$ cat src/design/ikc_pkg.sv
// Shared constants and types for the image kernel convolution unit.
package ikc_pkg;

   localparam int KMAX          = 7;
   localparam int TAP_COUNT     = KMAX * KMAX;
   localparam int IMG_W_MAX     = 1024;
   localparam int IMG_H_MAX     = 4096;
   localparam int FRAC_BITS     = 12;
   localparam int ROW_SLOTS     = 8;
   localparam int HAZARD_ROWS   = ROW_SLOTS - KMAX / 2 - 1;
   localparam int QUEUE_DEPTH_D = 16;

   localparam logic [1:0] OP_PIXEL = 2'd0;
   localparam logic [1:0] OP_COEF  = 2'd1;

   localparam logic [3:0] CSR_IMAGE_WIDTH   = 4'd0;
   localparam logic [3:0] CSR_IMAGE_HEIGHT  = 4'd1;
   localparam logic [3:0] CSR_CHANNEL_COUNT = 4'd2;
   localparam logic [3:0] CSR_KERNEL_SIZE   = 4'd3;
   localparam logic [3:0] CSR_AREA_LEFT     = 4'd4;
   localparam logic [3:0] CSR_AREA_TOP      = 4'd5;
   localparam logic [3:0] CSR_AREA_RIGHT    = 4'd6;
   localparam logic [3:0] CSR_AREA_BOTTOM   = 4'd7;

   typedef logic [KMAX-1:0][31:0]    col_type;
   typedef logic [KMAX-1:0][17:0]    coef_col_type;
   typedef logic [3:0][28:0]         csum_type;
   typedef logic [ROW_SLOTS-1:0][31:0] bank_type;

   typedef struct packed {
      logic [9:0]  col;
      logic [11:0] row;
      logic        done;
   } job_type;

   typedef struct packed {
      logic [9:0]      col;
      logic [11:0]     row;
      logic [3:0][7:0] chan;
      logic            done;
   } rsp_type;

endpackage

$ cat src/design/ikc_fifo.sv
// Small first-in first-out queue with show-ahead read data.
module ikc_fifo import ikc_pkg::*; #(
   parameter int WIDTH = $bits(job_type),
   parameter int DEPTH = QUEUE_DEPTH_D
) (
   input  logic             clock,
   input  logic             reset,
   input  logic             push,
   input  logic [WIDTH-1:0] push_data,
   input  logic             pop,
   output logic [WIDTH-1:0] pop_data,
   output logic             nonempty
);

   localparam int AW = $clog2(DEPTH);

   logic [WIDTH-1:0] mem_ff [DEPTH];
   logic [AW-1:0]    wptr_ff, wptr_in, rptr_ff, rptr_in;
   logic [AW:0]      cnt_ff, cnt_in;

   always_comb begin
      wptr_in = push ? wptr_ff + AW'(1) : wptr_ff;
      rptr_in = pop ? rptr_ff + AW'(1) : rptr_ff;
      cnt_in  = cnt_ff + (AW+1)'(push) - (AW+1)'(pop);
   end

   always_ff @(posedge clock) begin
      if (reset) begin
         wptr_ff <= '0;
         rptr_ff <= '0;
         cnt_ff  <= '0;
      end else begin
         wptr_ff <= wptr_in;
         rptr_ff <= rptr_in;
         cnt_ff  <= cnt_in;
      end
   end

   always_ff @(posedge clock) begin
      if (push) begin
         mem_ff[wptr_ff] <= push_data;
      end
   end

   assign pop_data = mem_ff[rptr_ff];
   assign nonempty = (cnt_ff != '0);

endmodule

$ cat config.mk
export PLATFORM = sky130hd
export DESIGN_NAME = ikc_fifo
export DESIGN_NICKNAME = d
export VERILOG_FILES = /design/src/design/ikc_pkg.sv /design/src/design/ikc_fifo.sv
export SDC_FILE = /design/constraint.sdc
export NUM_CORES = 1
export LEC_CHECK = 0
export BUFFER_PORTS_ARGS = -buffer_cell sky130_fd_sc_hd__buf_4
export CORE_UTILIZATION = 25
export DETAILED_ROUTE_END_ITERATION = 6
export GPL_TIMING_DRIVEN = 0
export MAX_ROUTING_LAYER = met4
export PLACE_DENSITY = 0.44
export SLEW_MARGIN = 20
export SYNTH_ARGS = -nofsm -noshare
export SYNTH_HDL_FRONTEND = slang
export SYNTH_SLANG_ARGS = --single-unit
$ cat constraint.sdc
create_clock -name clock -period 2.8 [get_ports clock]
set_input_delay 0.28 -clock clock [delete_from_list [all_inputs] [get_ports clock]]
set_output_delay 0.28 -clock clock [all_outputs]
set_load 0.1 [all_outputs]
==> summary.txt <==
Final nets -> 811
Hold Vio Cnt, Final -> 0
DRC errors left -> 0
Setup Viol. Count Final -> 0
Hold Path Depth -> 1
Top cell type's share of synthesized area -> 75.6%
Setup WS pre-CTS -> 63.3 ps
ANT nets after route -> 0
CTS Buf Count -> 42
Detailed-route via count -> 6817
Flops & latches, synth -> 385
Synth Instances -> 659
Final Cell Area -> 17900 sq um
Crit path max fanout -> 10
Largest net degree at the start of global routing -> 18
Initial Util -> 25.3%
R2R cell count -> 9
Min-Delay Startpoint -> push_data[3]
Syn nets -> 698
Origin of the critical flop-to-flop path -> cnt_ff[0]
Final WS setup -> 134 ps
Maximum VDD drop -> 0.000405 V
Worst Tran Pin Value -> 506 ps
Number of max-cap violations -> 0
Syn Area/Cell -> 22.2 sq um
Data arrival time of the critical path -> 2390 ps
Total congestion overflow -> 0
CTS H-tree lvls -> 2
Post-DP HPWL -> 22000 um
Critical Path End Type -> primary output
Post-synth cell types -> 28
Gr usage total -> 12.1%
Asr flop ratio synth -> 0%
CTS tree -> built
Row count -> 88
Mapped Area -> 14600 sq um
Worst setup path class -> reg2out
CTS max path bufs -> 3
Post-DP Area -> 16400 sq um
Root buf cell -> clkbuf_16
Ys Warns -> 0
Area growth syn-to-layout -> 22.4%
Post-layout minimum cycle time -> 2670 ps
PD cells -> 742 nW/um^2
Worst Hold End -> mem_ff[14][3]
Post-synth top cells -> 368 x edfxtp_1, 92 x mux4_2, 46 x a22oi_1
Detail Route met3 WL -> 1470 um
Final Max Tran Viols -> 0
Initial DRC count -> 545
Clock Sinks -> 385
Critical R2R Capture -> cnt_ff[4]
Main area contributors after synthesis -> edfxtp_1 76%, mux4_2 14%, a22oi_1 2.4%
Hold WC Path Type -> in2reg
DRT met1 WL -> 16300 um
Sequential fraction of the synthesis area -> 77.9%
Vias in the first global route -> 7255
Clock transition at path regs -> 60 ps
Final Core Density -> 31.0%
Most used standard cell by instance count after synthesis -> edfxtp_1
Worst clock skew -> 12.8 ps
Clock latency on the worst-skew pair -> 550 ps
Final worst path period share -> 95.2%
FMAX -> 375 MHz
Worst Setup Start Kind -> register
CORE AREA -> 57700 sq um
Height of the die -> 244 um
First-pass GRT wire length -> 50600 um
Ports -> 51
Layout cells sized above 1 -> 33.7%
Post-synth EDFFs -> 368
Total Die Area -> 59500 sq um
Max transition margin -> 66.2%
IO Port Bufs -> 50
GP Congestion -> 0.679
Met2 Wirelength -> 16000 um
Setup TNS -> 0 ps
Antenna violations before repair -> 1
R2R setup slack -> 760 ps
Final wirelength -> 34400 um
Static Leak -> 5.65 nW
Cell taking the most area after synthesis -> edfxtp_1
Unrepaired setup endpoints after global routing -> no
Status -> finished clean
Drt wl/cell -> 22.0 um
Crit path required time -> 2520 ps
Most used DFF post-synth -> edfxtp_1
Max Used Layer -> met4
Die X-Extent -> 244 um
DRT Pass-1 Iters -> 5
Drt via density -> 4.36
## repair_timing
item,in CTS,in global routing
hold endpoints to repair,5,0
setup endpoints to repair,23,23
resized for setup,56,35
hold buffers,2,0
pin swaps,0,2
setup buffers,0,1
## per-layer routing
layer / vias to the layer above / track usage [%]
met2: 132 / 18.2
li1: 2980 / -
met3: 47 / 2.38
met1: 3658 / 16.6
met4: 0 / 3.09
met5: - / -
## state kept, by name, summed over array words and instances (netlist names), named ones only
signal / count
wptr_ff: 4
cnt_ff: 5
mem_ff: 368
rptr_ff: 4
## area by class of cell
type	count	area, sq um
well taps	765	957
clock buffers	52	1090
inverters	8	30.0
fillers	5590	39800
diodes	1	2.50
flip-flops and latches	385	11400
repair buffers	69	832
plain buffers	31	315
multi-input cells	235	3100
clock inverters	19	184
## cells by family (layout without fill, tap and decap cells)
group	after synthesis	in the layout	synth area share (%)
muxes	94	94	14.3
adders and majority gates	12	12	1.08
buffers and inverters	39	179	1.36
xor gates and xnor gates	9	9	0.539
DFF	385	385	77.9
and+or+nand+nor	69	69	2.27
AOI/OAI and AO/OA	51	51	2.55
other	0	1	0
## through the flow
| stage | hold slack, ps | total power [mW] | std cells |
|---|---|---|---|
| finish | 31.6 | 13.3 | 1565 |
| global route | 19.1 | 13.8 | 1565 |
| CTS | 1.36 | 13.4 | 1563 |
| detailed placement | 499 | 8.15 | 1490 |
| global placement | 491 | 8.12 | 1474 |
| floorplan | 349 | 7.68 | 659 |
## how the worst max path moves through the flow
stage	end	slack, ps	depth (start not counted)
4_1_cts	pop_data[0]	-50	6
3_3_place_gp	mem_ff[13][14]	30	4
2_1_floorplan	pop_data[10]	610	5
6_report	pop_data[20]	130	5
3_5_place_dp	pop_data[0]	60	6
5_1_grt	pop_data[3]	5	6
## report_power, final
part	switching, mW	internal, mW
Clock	2.18	3.03
Combinational	1.04	0.593
Sequential	0.0377	6.41
Total	3.25	10.0
## worst max-delay path, cell delays in order (launching register included)
cell and delay [ps]:
dfxtp_1 380, nor2b_1 430, clkbuf_2 440, a22oi_1 160
nand2_1 130, buf_4 300
## placed cells by master, fill, tap and decap left out, drive strengths merged, types with 13 or more instances in the layout
cell type and instances:
edfxtp 368, mux4 92, buf 86, clkbuf 64, a22oi 46, nand2 26
and2 17, dfxtp 17, nor2 15, clkinv 13
No activity file was read; power rests on OpenSTA's default activity.
